## config.mk

```make
export PLATFORM = sky130hd
export DESIGN_NAME = stack_arithmetic_unit_core
export DESIGN_NICKNAME = d
export VERILOG_FILES = /design/src/sau_pkg.sv /design/src/sau_ram.sv /design/src/sau_ctrl.sv /design/src/sau_dp.sv /design/src/stack_arithmetic_unit_core.sv
export SDC_FILE = /design/constraint.sdc
export NUM_CORES = 2
export LEC_CHECK = 0
export BUFFER_PORTS_ARGS = -buffer_cell sky130_fd_sc_hd__buf_2
export CORE_ASPECT_RATIO = 1.75
export CORE_MARGIN = 2
export CORE_UTILIZATION = 60
export CTS_BUF_LIST = sky130_fd_sc_hd__clkbuf_8
export DETAILED_ROUTE_END_ITERATION = 7
export PLACE_DENSITY = 0.77
export REMOVE_ABC_BUFFERS = 1
export SYNTH_ARGS = -nofsm -noshare
export SYNTH_HDL_FRONTEND = slang
export SYNTH_HIERARCHICAL = 1
export SYNTH_SLANG_ARGS = --single-unit
```

## constraint.sdc

```tcl
create_clock -name clk -period 7.6 [get_ports clk]
set_input_delay 1.52 -clock clk [delete_from_list [all_inputs] [get_ports clk]]
set_output_delay 1.52 -clock clk [all_outputs]
set_load 0.05 [all_outputs]
```

## src/sau_pkg.sv

```systemverilog
package sau_pkg;

  // Word and field widths
  localparam int XLEN    = 32;
  localparam int REQ_W   = 3;
  localparam int ST_W    = 2;
  localparam int DEPTH_W = 7;
  localparam int STEP_W  = $clog2(XLEN);

  // Request codes
  localparam logic [REQ_W-1:0] REQ_PUSH = 3'd0;
  localparam logic [REQ_W-1:0] REQ_POP  = 3'd1;
  localparam logic [REQ_W-1:0] REQ_ADD  = 3'd2;
  localparam logic [REQ_W-1:0] REQ_SUB  = 3'd3;
  localparam logic [REQ_W-1:0] REQ_MUL  = 3'd4;
  localparam logic [REQ_W-1:0] REQ_DIV  = 3'd5;
  localparam logic [REQ_W-1:0] REQ_CMP  = 3'd6;

  // Status codes
  localparam logic [ST_W-1:0] ST_OK    = 2'd0;
  localparam logic [ST_W-1:0] ST_UNDER = 2'd1;
  localparam logic [ST_W-1:0] ST_OVER  = 2'd2;
  localparam logic [ST_W-1:0] ST_DIVZ  = 2'd3;

  // Commands from the controller to the datapath
  typedef struct packed {
    logic take;      // latch item, start read of second entry
    logic exec;      // commit a push, pop, add, sub or compare, or an error
    logic mul_go;    // register the product
    logic div_go;    // load the divider
    logic div_step;  // one quotient bit
    logic fin;       // commit a multiply or divide result
  } sau_cmd_t;

  // Status from the datapath to the controller
  typedef struct packed {
    logic out_free;  // output register can take a result this cycle
    logic long_mul;  // latched request is a multiply with operands present
    logic long_div;  // latched request is a divide with a non-zero divisor
    logic div_last;  // final quotient bit this cycle
  } sau_sts_t;

endpackage

```

## src/sau_ram.sv

```systemverilog
module sau_ram #(
  parameter int WIDTH = 32,
  parameter int DEPTH = 64
) (
  input  logic                     clk,
  input  logic                     wr_en,
  input  logic [$clog2(DEPTH)-1:0] wr_addr,
  input  logic [WIDTH-1:0]         wr_data,
  input  logic                     rd_en,
  input  logic [$clog2(DEPTH)-1:0] rd_addr,
  output logic [WIDTH-1:0]         rd_data
);

  logic [WIDTH-1:0] mem_r [DEPTH];
  logic [WIDTH-1:0] rd_data_r;

  // Write one word, read one word into the output register
  always_ff @(posedge clk) begin
    if (wr_en) begin
      mem_r[wr_addr] <= wr_data;
    end
    if (rd_en) begin
      rd_data_r <= mem_r[rd_addr];
    end
  end

  assign rd_data = rd_data_r;

endmodule

```

## src/sau_ctrl.sv

```systemverilog
module sau_ctrl (
  input  logic              clk,
  input  logic              rst_n,
  input  logic              in_valid,
  output logic              in_ready,
  input  sau_pkg::sau_sts_t sts,
  output sau_pkg::sau_cmd_t cmd
);

  import sau_pkg::*;

  typedef enum logic [3:0] {
    S_IDLE = 4'b0001,
    S_OPER = 4'b0010,
    S_DIV  = 4'b0100,
    S_FIN  = 4'b1000
  } state_t;

  state_t state_r, state_nxt;

  // Sequence one request at a time
  always_comb begin
    state_nxt = state_r;
    cmd       = '0;
    in_ready  = 1'b0;
    case (state_r)
      S_IDLE: begin
        in_ready = 1'b1;
        if (in_valid) begin
          cmd.take  = 1'b1;
          state_nxt = S_OPER;
        end
      end
      S_OPER: begin
        if (sts.long_mul) begin
          cmd.mul_go = 1'b1;
          state_nxt  = S_FIN;
        end else if (sts.long_div) begin
          cmd.div_go = 1'b1;
          state_nxt  = S_DIV;
        end else if (sts.out_free) begin
          cmd.exec  = 1'b1;
          state_nxt = S_IDLE;
        end
      end
      S_DIV: begin
        cmd.div_step = 1'b1;
        if (sts.div_last) begin
          state_nxt = S_FIN;
        end
      end
      S_FIN: begin
        if (sts.out_free) begin
          cmd.fin   = 1'b1;
          state_nxt = S_IDLE;
        end
      end
      default: begin
        state_nxt = S_IDLE;
      end
    endcase
  end

  always_ff @(posedge clk) begin
    if (!rst_n) begin
      state_r <= S_IDLE;
    end else begin
      state_r <= state_nxt;
    end
  end

endmodule

```

## src/sau_dp.sv

```systemverilog
module sau_dp #(
  parameter int DEPTH = 64
) (
  input  logic                                 clk,
  input  logic                                 rst_n,
  input  sau_pkg::sau_cmd_t                    cmd,
  output sau_pkg::sau_sts_t                    sts,
  input  logic [sau_pkg::REQ_W-1:0]            req_type,
  input  logic signed [sau_pkg::XLEN-1:0]      push_value,
  output logic                                 out_valid,
  input  logic                                 out_ready,
  output logic signed [sau_pkg::XLEN-1:0]      result_value,
  output logic [sau_pkg::ST_W-1:0]             status,
  output logic [sau_pkg::DEPTH_W-1:0]          depth_now
);

  import sau_pkg::*;

  localparam int CW = $clog2(DEPTH + 1);
  localparam int AW = $clog2(DEPTH);
  localparam int DW = (CW > DEPTH_W) ? CW : DEPTH_W;

  // Latched item and stack state; the top entry lives in tos_r
  logic [REQ_W-1:0]  req_r;
  logic [XLEN-1:0]   pv_r;
  logic [CW-1:0]     count_r, count_nxt;
  logic [XLEN-1:0]   tos_r, tos_nxt;

  // Multiply result and divider
  logic [XLEN-1:0]   quo_r;
  logic [XLEN-1:0]   rem_r;
  logic [XLEN-1:0]   dsr_r;
  logic              neg_r;
  logic [STEP_W-1:0] step_r;

  // Output register
  logic              out_valid_r;
  logic [XLEN-1:0]   out_res_r;
  logic [ST_W-1:0]   out_st_r;
  logic [DEPTH_W-1:0] out_depth_r;

  logic [XLEN-1:0]   rd_data;
  logic              wr_en;
  logic [AW-1:0]     wr_addr;
  logic [AW-1:0]     rd_addr;

  logic              full, cnt_zero, lt2;
  logic [ST_W-1:0]   st_op;
  logic [XLEN-1:0]   res_op, tos_op;
  logic [CW-1:0]     cnt_op;
  logic [XLEN-1:0]   prod_lo, fin_val, abs_a, abs_b;
  logic [XLEN:0]     rem_sh, trial;
  logic [DW-1:0]     depth_wide;
  logic              load_out;

  // Entries below the top sit in memory at index count-2 and lower
  sau_ram #(.WIDTH(XLEN), .DEPTH(DEPTH)) u_ram (
    .clk     (clk),
    .wr_en   (wr_en),
    .wr_addr (wr_addr),
    .wr_data (tos_r),
    .rd_en   (cmd.take),
    .rd_addr (rd_addr),
    .rd_data (rd_data)
  );

  assign rd_addr  = count_r[AW-1:0] - AW'(2);
  assign wr_addr  = count_r[AW-1:0] - AW'(1);
  assign full     = (count_r == CW'(DEPTH));
  assign cnt_zero = (count_r == '0);
  assign lt2      = (count_r < CW'(2));

  // Spill the old top on a successful push
  assign wr_en = cmd.exec && (req_r == REQ_PUSH) && !full && !cnt_zero;

  // Decode the latched request against the top two entries
  always_comb begin
    st_op  = ST_OK;
    res_op = '0;
    tos_op = tos_r;
    cnt_op = count_r;
    case (req_r)
      REQ_PUSH: begin
        if (full) begin
          st_op = ST_OVER;
        end else begin
          tos_op = pv_r;
          cnt_op = count_r + CW'(1);
        end
      end
      REQ_POP: begin
        if (cnt_zero) begin
          st_op = ST_UNDER;
        end else begin
          res_op = tos_r;
          tos_op = rd_data;
          cnt_op = count_r - CW'(1);
        end
      end
      REQ_ADD: begin
        if (lt2) begin
          st_op = ST_UNDER;
        end else begin
          tos_op = rd_data + tos_r;
          cnt_op = count_r - CW'(1);
        end
      end
      REQ_SUB: begin
        if (lt2) begin
          st_op = ST_UNDER;
        end else begin
          tos_op = rd_data - tos_r;
          cnt_op = count_r - CW'(1);
        end
      end
      REQ_MUL: begin
        if (lt2) begin
          st_op = ST_UNDER;
        end
      end
      REQ_DIV: begin
        if (lt2) begin
          st_op = ST_UNDER;
        end else if (tos_r == '0) begin
          st_op = ST_DIVZ;
        end
      end
      REQ_CMP: begin
        if (lt2) begin
          st_op = ST_UNDER;
        end else begin
          res_op = tos_r - rd_data;
        end
      end
      default: begin
      end
    endcase
  end

  assign sts.long_mul = (req_r == REQ_MUL) && !lt2;
  assign sts.long_div = (req_r == REQ_DIV) && !lt2 && (tos_r != '0);
  assign sts.div_last = (step_r == STEP_W'(XLEN - 1));
  assign sts.out_free = !out_valid_r || out_ready;

  // Low word of the product, magnitudes for the divider
  assign prod_lo = rd_data * tos_r;
  assign abs_b   = rd_data[XLEN-1] ? (XLEN'(0) - rd_data) : rd_data;
  assign abs_a   = tos_r[XLEN-1] ? (XLEN'(0) - tos_r) : tos_r;
  assign fin_val = neg_r ? (XLEN'(0) - quo_r) : quo_r;

  // Restoring division, one quotient bit a cycle
  assign rem_sh = {rem_r, quo_r[XLEN-1]};
  assign trial  = rem_sh - {1'b0, dsr_r};

  // Next top and count
  always_comb begin
    tos_nxt   = tos_r;
    count_nxt = count_r;
    if (cmd.exec) begin
      tos_nxt   = tos_op;
      count_nxt = cnt_op;
    end else if (cmd.fin) begin
      tos_nxt   = fin_val;
      count_nxt = count_r - CW'(1);
    end
  end

  assign load_out   = cmd.exec || cmd.fin;
  assign depth_wide = DW'(count_nxt);

  always_ff @(posedge clk) begin
    if (!rst_n) begin
      count_r     <= '0;
      out_valid_r <= 1'b0;
    end else begin
      count_r <= count_nxt;
      if (load_out) begin
        out_valid_r <= 1'b1;
      end else if (out_ready) begin
        out_valid_r <= 1'b0;
      end
    end
  end

  // Payload registers
  always_ff @(posedge clk) begin
    tos_r <= tos_nxt;
    if (cmd.take) begin
      req_r <= req_type;
      pv_r  <= push_value;
    end
    if (cmd.mul_go) begin
      quo_r <= prod_lo;
      neg_r <= 1'b0;
    end else if (cmd.div_go) begin
      quo_r  <= abs_b;
      dsr_r  <= abs_a;
      rem_r  <= '0;
      neg_r  <= rd_data[XLEN-1] ^ tos_r[XLEN-1];
      step_r <= '0;
    end else if (cmd.div_step) begin
      if (!trial[XLEN]) begin
        rem_r <= trial[XLEN-1:0];
        quo_r <= {quo_r[XLEN-2:0], 1'b1};
      end else begin
        rem_r <= rem_sh[XLEN-1:0];
        quo_r <= {quo_r[XLEN-2:0], 1'b0};
      end
      step_r <= step_r + STEP_W'(1);
    end
    if (load_out) begin
      out_res_r   <= cmd.exec ? res_op : '0;
      out_st_r    <= cmd.exec ? st_op : ST_OK;
      out_depth_r <= depth_wide[DEPTH_W-1:0];
    end
  end

  assign out_valid    = out_valid_r;
  assign result_value = out_res_r;
  assign status       = out_st_r;
  assign depth_now    = out_depth_r;

endmodule

```

## src/stack_arithmetic_unit_core.sv

```systemverilog
// Channel  Dir  Handshake             tdata                          tuser
// in_      in   in_tvalid/in_tready   [31:0] push_value              [2:0] req_type
// out_     out  out_tvalid/out_tready [31:0] result_value,           [1:0] status
//                                     [38:32] depth_now, [39] zero
//
// One item at a time. Push, pop, add, sub, compare and errors read the second
// entry from the stack memory, then commit. Multiply registers the product;
// divide makes one quotient bit a cycle.
// Reset empties the stack; memory contents are not cleared.
// A result waiting in the output register stalls only the commit of the next item.
module stack_arithmetic_unit_core #(
  parameter int DEPTH = 64
) (
  input  logic        clk,
  input  logic        rst_n,
  input  logic        in_tvalid,
  output logic        in_tready,
  input  logic [31:0] in_tdata,   // [31:0] push_value
  input  logic [2:0]  in_tuser,   // [2:0] req_type
  output logic        out_tvalid,
  input  logic        out_tready,
  output logic [39:0] out_tdata,  // [31:0] result_value, [38:32] depth_now, [39] zero
  output logic [1:0]  out_tuser   // [1:0] status
);

  import sau_pkg::*;

  sau_cmd_t           cmd;
  sau_sts_t           sts;
  logic [XLEN-1:0]    result_value;
  logic [DEPTH_W-1:0] depth_now;

  sau_ctrl u_ctrl (
    .clk      (clk),
    .rst_n    (rst_n),
    .in_valid (in_tvalid),
    .in_ready (in_tready),
    .sts      (sts),
    .cmd      (cmd)
  );

  sau_dp #(.DEPTH(DEPTH)) u_dp (
    .clk          (clk),
    .rst_n        (rst_n),
    .cmd          (cmd),
    .sts          (sts),
    .req_type     (in_tuser),
    .push_value   (in_tdata),
    .out_valid    (out_tvalid),
    .out_ready    (out_tready),
    .result_value (result_value),
    .status       (out_tuser),
    .depth_now    (depth_now)
  );

  assign out_tdata = {1'b0, depth_now, result_value};

  // Never overwrite a result that has not been taken
  a_no_overwrite: assert property (@(posedge clk) disable iff (!rst_n)
    (cmd.exec || cmd.fin) |-> (!out_tvalid || out_tready))
    else $error("result loaded over a pending item");

  // An accepted item is followed by a busy cycle
  a_one_at_a_time: assert property (@(posedge clk) disable iff (!rst_n)
    (in_tvalid && in_tready) |=> !in_tready)
    else $error("item accepted while another is in flight");

  // Each item commits through one path only
  a_single_commit: assert property (@(posedge clk) disable iff (!rst_n)
    !(cmd.exec && cmd.fin))
    else $error("two commits in one cycle");

  // A commit always makes a result visible next cycle
  a_commit_shows: assert property (@(posedge clk) disable iff (!rst_n)
    (cmd.exec || cmd.fin) |=> out_tvalid)
    else $error("commit without a result");

endmodule
```

==> metrics.md <==
| Metric | Value |
|---|---|
| Final setup TNS | `0 ns` |
| Vias | `66000` |
| EDFF count, synth | `2289` |
| Initial core utilization | `0.604` |
| Total global routing overflow | `0` |
| CP dominant cell by count | `fa_1` |
| FFs w/ async S/R, synth | `0` |
| Final core occ | `0.672` |
| Main combinational cell family by area after synthesis | `multiplexers` |
| Worst min-delay path class | `reg -> reg` |
| Slowest CP cell | `edfxtp_1` |
| Largest stage delay, worst path | `0.58 ns` |
| Core ar. | `0.185 sq mm` |
| Die ar. | `0.190 sq mm` |
| Critical Path AT | `8.26 ns` |
| Critical Path, Cell by Cell | `and2_4 -> fa_1 -> fa_1 -> fa_1 -> inv_2 -> fa_1 -> inv_2 -> fa_1 -> ha_4 -> fa_1 -> inv_2 -> fa_1 -> inv_2 -> ha_4 -> and3_4 -> a31o_4 -> a21oi_2 -> o31a_1 -> o221ai_4 -> a41o_1 -> or4_4 -> a31oi_4 -> xor2_1 -> o21ai_1` |
| Setup crit start kind | `flop` |
| Antenna violations before repair | `17` |
| Crit-path leading delay family | `adder cells` |
| Post-synthesis area per instance | `16.0 sq um` |
| Adder-Cell Fraction of Synth Area | `0.101` |
| Simple-Gate Fraction of Synth Area | `0.0588` |
| Die span in y | `575 um` |
| H-tree depth | `5` |
| Placed cell count | `9453` |
| CP Buf/Inv Count | `4` |
| Nets | `8069` |
| Synth warn | `6` |
| Final period utilization | `0.999` |
| Avg WL per Cell | `32.2 um` |
| CTS buffer count | `315` |
| I/O pin total | `83` |
| Cell internal pwr | `30.1 mW` |
| End of the worst register-to-register path | `u_dp/quo_r[30]` |
| Clk pwr share | `0.186` |
| DRC viols | `0` |
| Clock root cell | `clkbuf_8` |
| Dpl ws | `-0.173 ns` |
| First-pass GRT wire length | `462 mm` |
| Largest net degree at the start of global routing | `101` |
| Placed instance area | `0.118 sq mm` |
| # setup viols final | `0` |
| Xor/xnor share of the synthesized area | `0.0225` |
| Synth Area in Compound Gates | `0.0474` |
| Req. time, crit path | `8.27 ns` |
| TritonCTS clock tree | `yes` |
| Final cell count without fillers | `10100` |
| Start point of the worst hold path | `u_dp/step_r[0]` |
| Tot GR Track Use | `0.344` |
| Seq/Total Area, Yosys | `0.617` |
| RSZ-0062 raised after global routing | `yes` |
| Slew Limit Fails | `0` |
| HPWL Detailed | `214 mm` |
| Peak Freq | `132 MHz` |
| Hold slack | `0.599 ns` |
| DRT iter0 DRCs | `7062` |
| Vias in the first global route | `68800` |
| Synth Flop Type | `edfxtp_1` |
| Final Skew | `0.0729 ns` |
| Least-Margin Pin Slew | `1.42 ns` |
| Clock tree buffer depth | `4` |
| Port-buffer cells | `81` |
| Sw Pwr | `18.7 mW` |
| Peak VDD IR | `1100 uV` |
| Leak | `43.6 nW` |
| Worst-path fanout max | `8` |
| Pwr Total | `48.8 mW` |
| Detail Route Antenna Nets | `0` |
| R2R Path Start | `u_dp/tos_r[5]` |
| CP endpoint kind | `flop` |
| Reg power frac | `0.286` |
| Post-route cell area | `0.125 sq mm` |
| Clock-pin slew on the worst setup and hold paths | `0.06 ns` |
| R2R cell count | `24` |
| Max-cap violations | `0` |
| Vias/cell | `6.57` |
| Routability cong. | `1.03` |
| Minimum clock period | `7.59 ns` |
| Slew headroom | `0.0500` |
| Netlist cell types | `91` |
| Hold depth | `1` |
| Std-Cell Rows | `209` |
| Die width | `330 um` |
| Mux cell area share after synthesis | `0.121` |
| Clk Latency, worst-skew pair | `0.96 ns` |
| Comb pwr share | `0.528` |
| CP Class | `reg -> reg` |
| Cells after Synth | `6973` |
| Yosys reg bits | `2302` |
| Cell Area, Synth | `0.112 sq mm` |
| Share of cells above drive strength 1 | `0.211` |
| Switching share of power | `0.383` |
| Status | `finished, final reports clean` |
| Drt pass-1 iters | `8` |
| Area Overhead vs Synth | `11.4%` |
| CTS sink count | `2302` |
| Cell Pwr Density | `392 mW/mm^2` |
| Final hold vios | `0` |
| Routed Wire Length | `323 mm` |
| Flop-to-flop setup slack | `0.008 ns` |
| Hold Path End | `u_dp/step_r[0]` |
| Setup WS post-layout | `0.00835 ns` |
## worst max path at each step
stage                          startpoint           endpoint  cells past startpoint
floorplan                 u_dp/count_r[0]  u_dp/depth_now[0]                      9
finish                      u_dp/tos_r[5]     u_dp/quo_r[30]                     24
global placement    u_dp/u_ram/rd_data[6]     u_dp/quo_r[31]                     26
CTS                         u_dp/tos_r[5]     u_dp/quo_r[30]                     24
detailed placement          u_dp/tos_r[4]     u_dp/quo_r[30]                     22
global route                u_dp/tos_r[6]     u_dp/quo_r[30]                     22
## flip-flops by register name (all words and copies together), names as in the netlist
register and flops:
u_dp/result_value 32, u_dp/req_r 3, u_dp/tos_r 32, u_dp/pv_r 32
u_dp/depth_now 7, u_ctrl/state_r 4, u_dp/u_ram/rd_data 32, u_dp/quo_r 32
u_dp/rem_r 32, u_dp/count_r 7, u_dp/out_valid 1, u_dp/neg_r 1
u_dp/dsr_r 32, u_dp/status 2, u_dp/step_r 5, u_dp/u_ram/mem_r 2048
## routing by layer
layer | vias up | wire, um | global-route usage | share of wire
li1 | 27000 | - | - | -
met1 | 33900 | 99300 | 0.378 | 0.31
met2 | 3980 | 165000 | 0.586 | 0.51
met3 | 1132 | 26700 | 0.0565 | 0.083
met4 | 2 | 32500 | 0.281 | 0.10
met5 | - | 14 | 0 | 0.000043
## cells by family after synthesis
kind of cell	Yosys count
adder cells (fa/ha/maj)	654
AND/OR/NAND/NOR	1337
XOR/XNOR	285
other	1
multiplexers	671
buffers and inverters	904
flip-flops	2302
AO/OA/AOI/OAI	819
## final cells by class
type                            count  area (sq um)
Antenna cell                       13          32.5
Clock buffer                      322          4430
Clock inverter                    234          1450
Fill cell                       12200         60600
Inverter                          521          1970
Multi-Input combinational cell   3767         40100
Sequential cell                  2302         69000
Tap cell                         2426          3040
Timing Repair Buffer              469          4460
## placed cells by master, fill, tap and decap left out, types with 40 or more instances in the layout
cell	count
xnor2_1	200
edfxtp_1	2289
nand2_1	428
nor2_1	247
clkinv_2	62
ha_1	228
mux4_2	544
and2_1	297
a21o_1	44
mux2i_1	126
buf_12	81
nand2b_1	40
buf_2	82
clkinv_1	69
inv_1	577
nor2_4	64
nand3_1	41
xor2_1	80
a22oi_1	43
a21oi_1	199
clkbuf_8	322
buf_4	281
o21ai_0	162
fa_1	400
o22ai_1	93
## repair_timing
| action | CTS | global route |
|---|---|---|
| endpoints found under the setup margin | 3 | 5 |
| hold buffers | 0 | 0 |
| resized for setup | 9 | 105 |
| pin swaps | 2 | 49 |
| setup buffers | 1 | 30 |
| cloned | 0 | 2 |
## power by group through the flow
stage / combinational (mW) / sequential, mW / clock, mW
finish: 25.8 / 14.0 / 9.10
global placement: 22.2 / 14.2 / 0
detailed placement: 22.3 / 14.2 / 0
floorplan: 15.2 / 14.4 / 0
global route: 28.1 / 14.0 / 9.66
CTS: 22.9 / 14.0 / 9.21
## synth_stat cells (30+ instances only)
cell,number,share of area
buf_1,39,0.0013
nor3_1,34,0.0015
xor2_1,83,0.0065
o22ai_1,93,0.0052
clkbuf_1,251,0.0084
ha_1,243,0.027
nor2_1,313,0.011
a21oi_1,205,0.0092
o21ai_0,166,0.0074
a22oi_1,43,0.0029
nand2_1,429,0.014
nand3_1,41,0.0018
mux2i_1,126,0.011
mux4_2,544,0.11
o31ai_1,37,0.0025
or3_1,30,0.0017
a21o_1,44,0.0030
inv_1,521,0.017
and2_1,301,0.017
fa_1,411,0.074
buf_2,61,0.0027
nand2b_1,41,0.0023
nor2b_1,38,0.0021
o221ai_1,34,0.0027
xnor2_1,201,0.016
edfxtp_1,2289,0.61
Note: power is estimated with default switching activity, not from simulation.
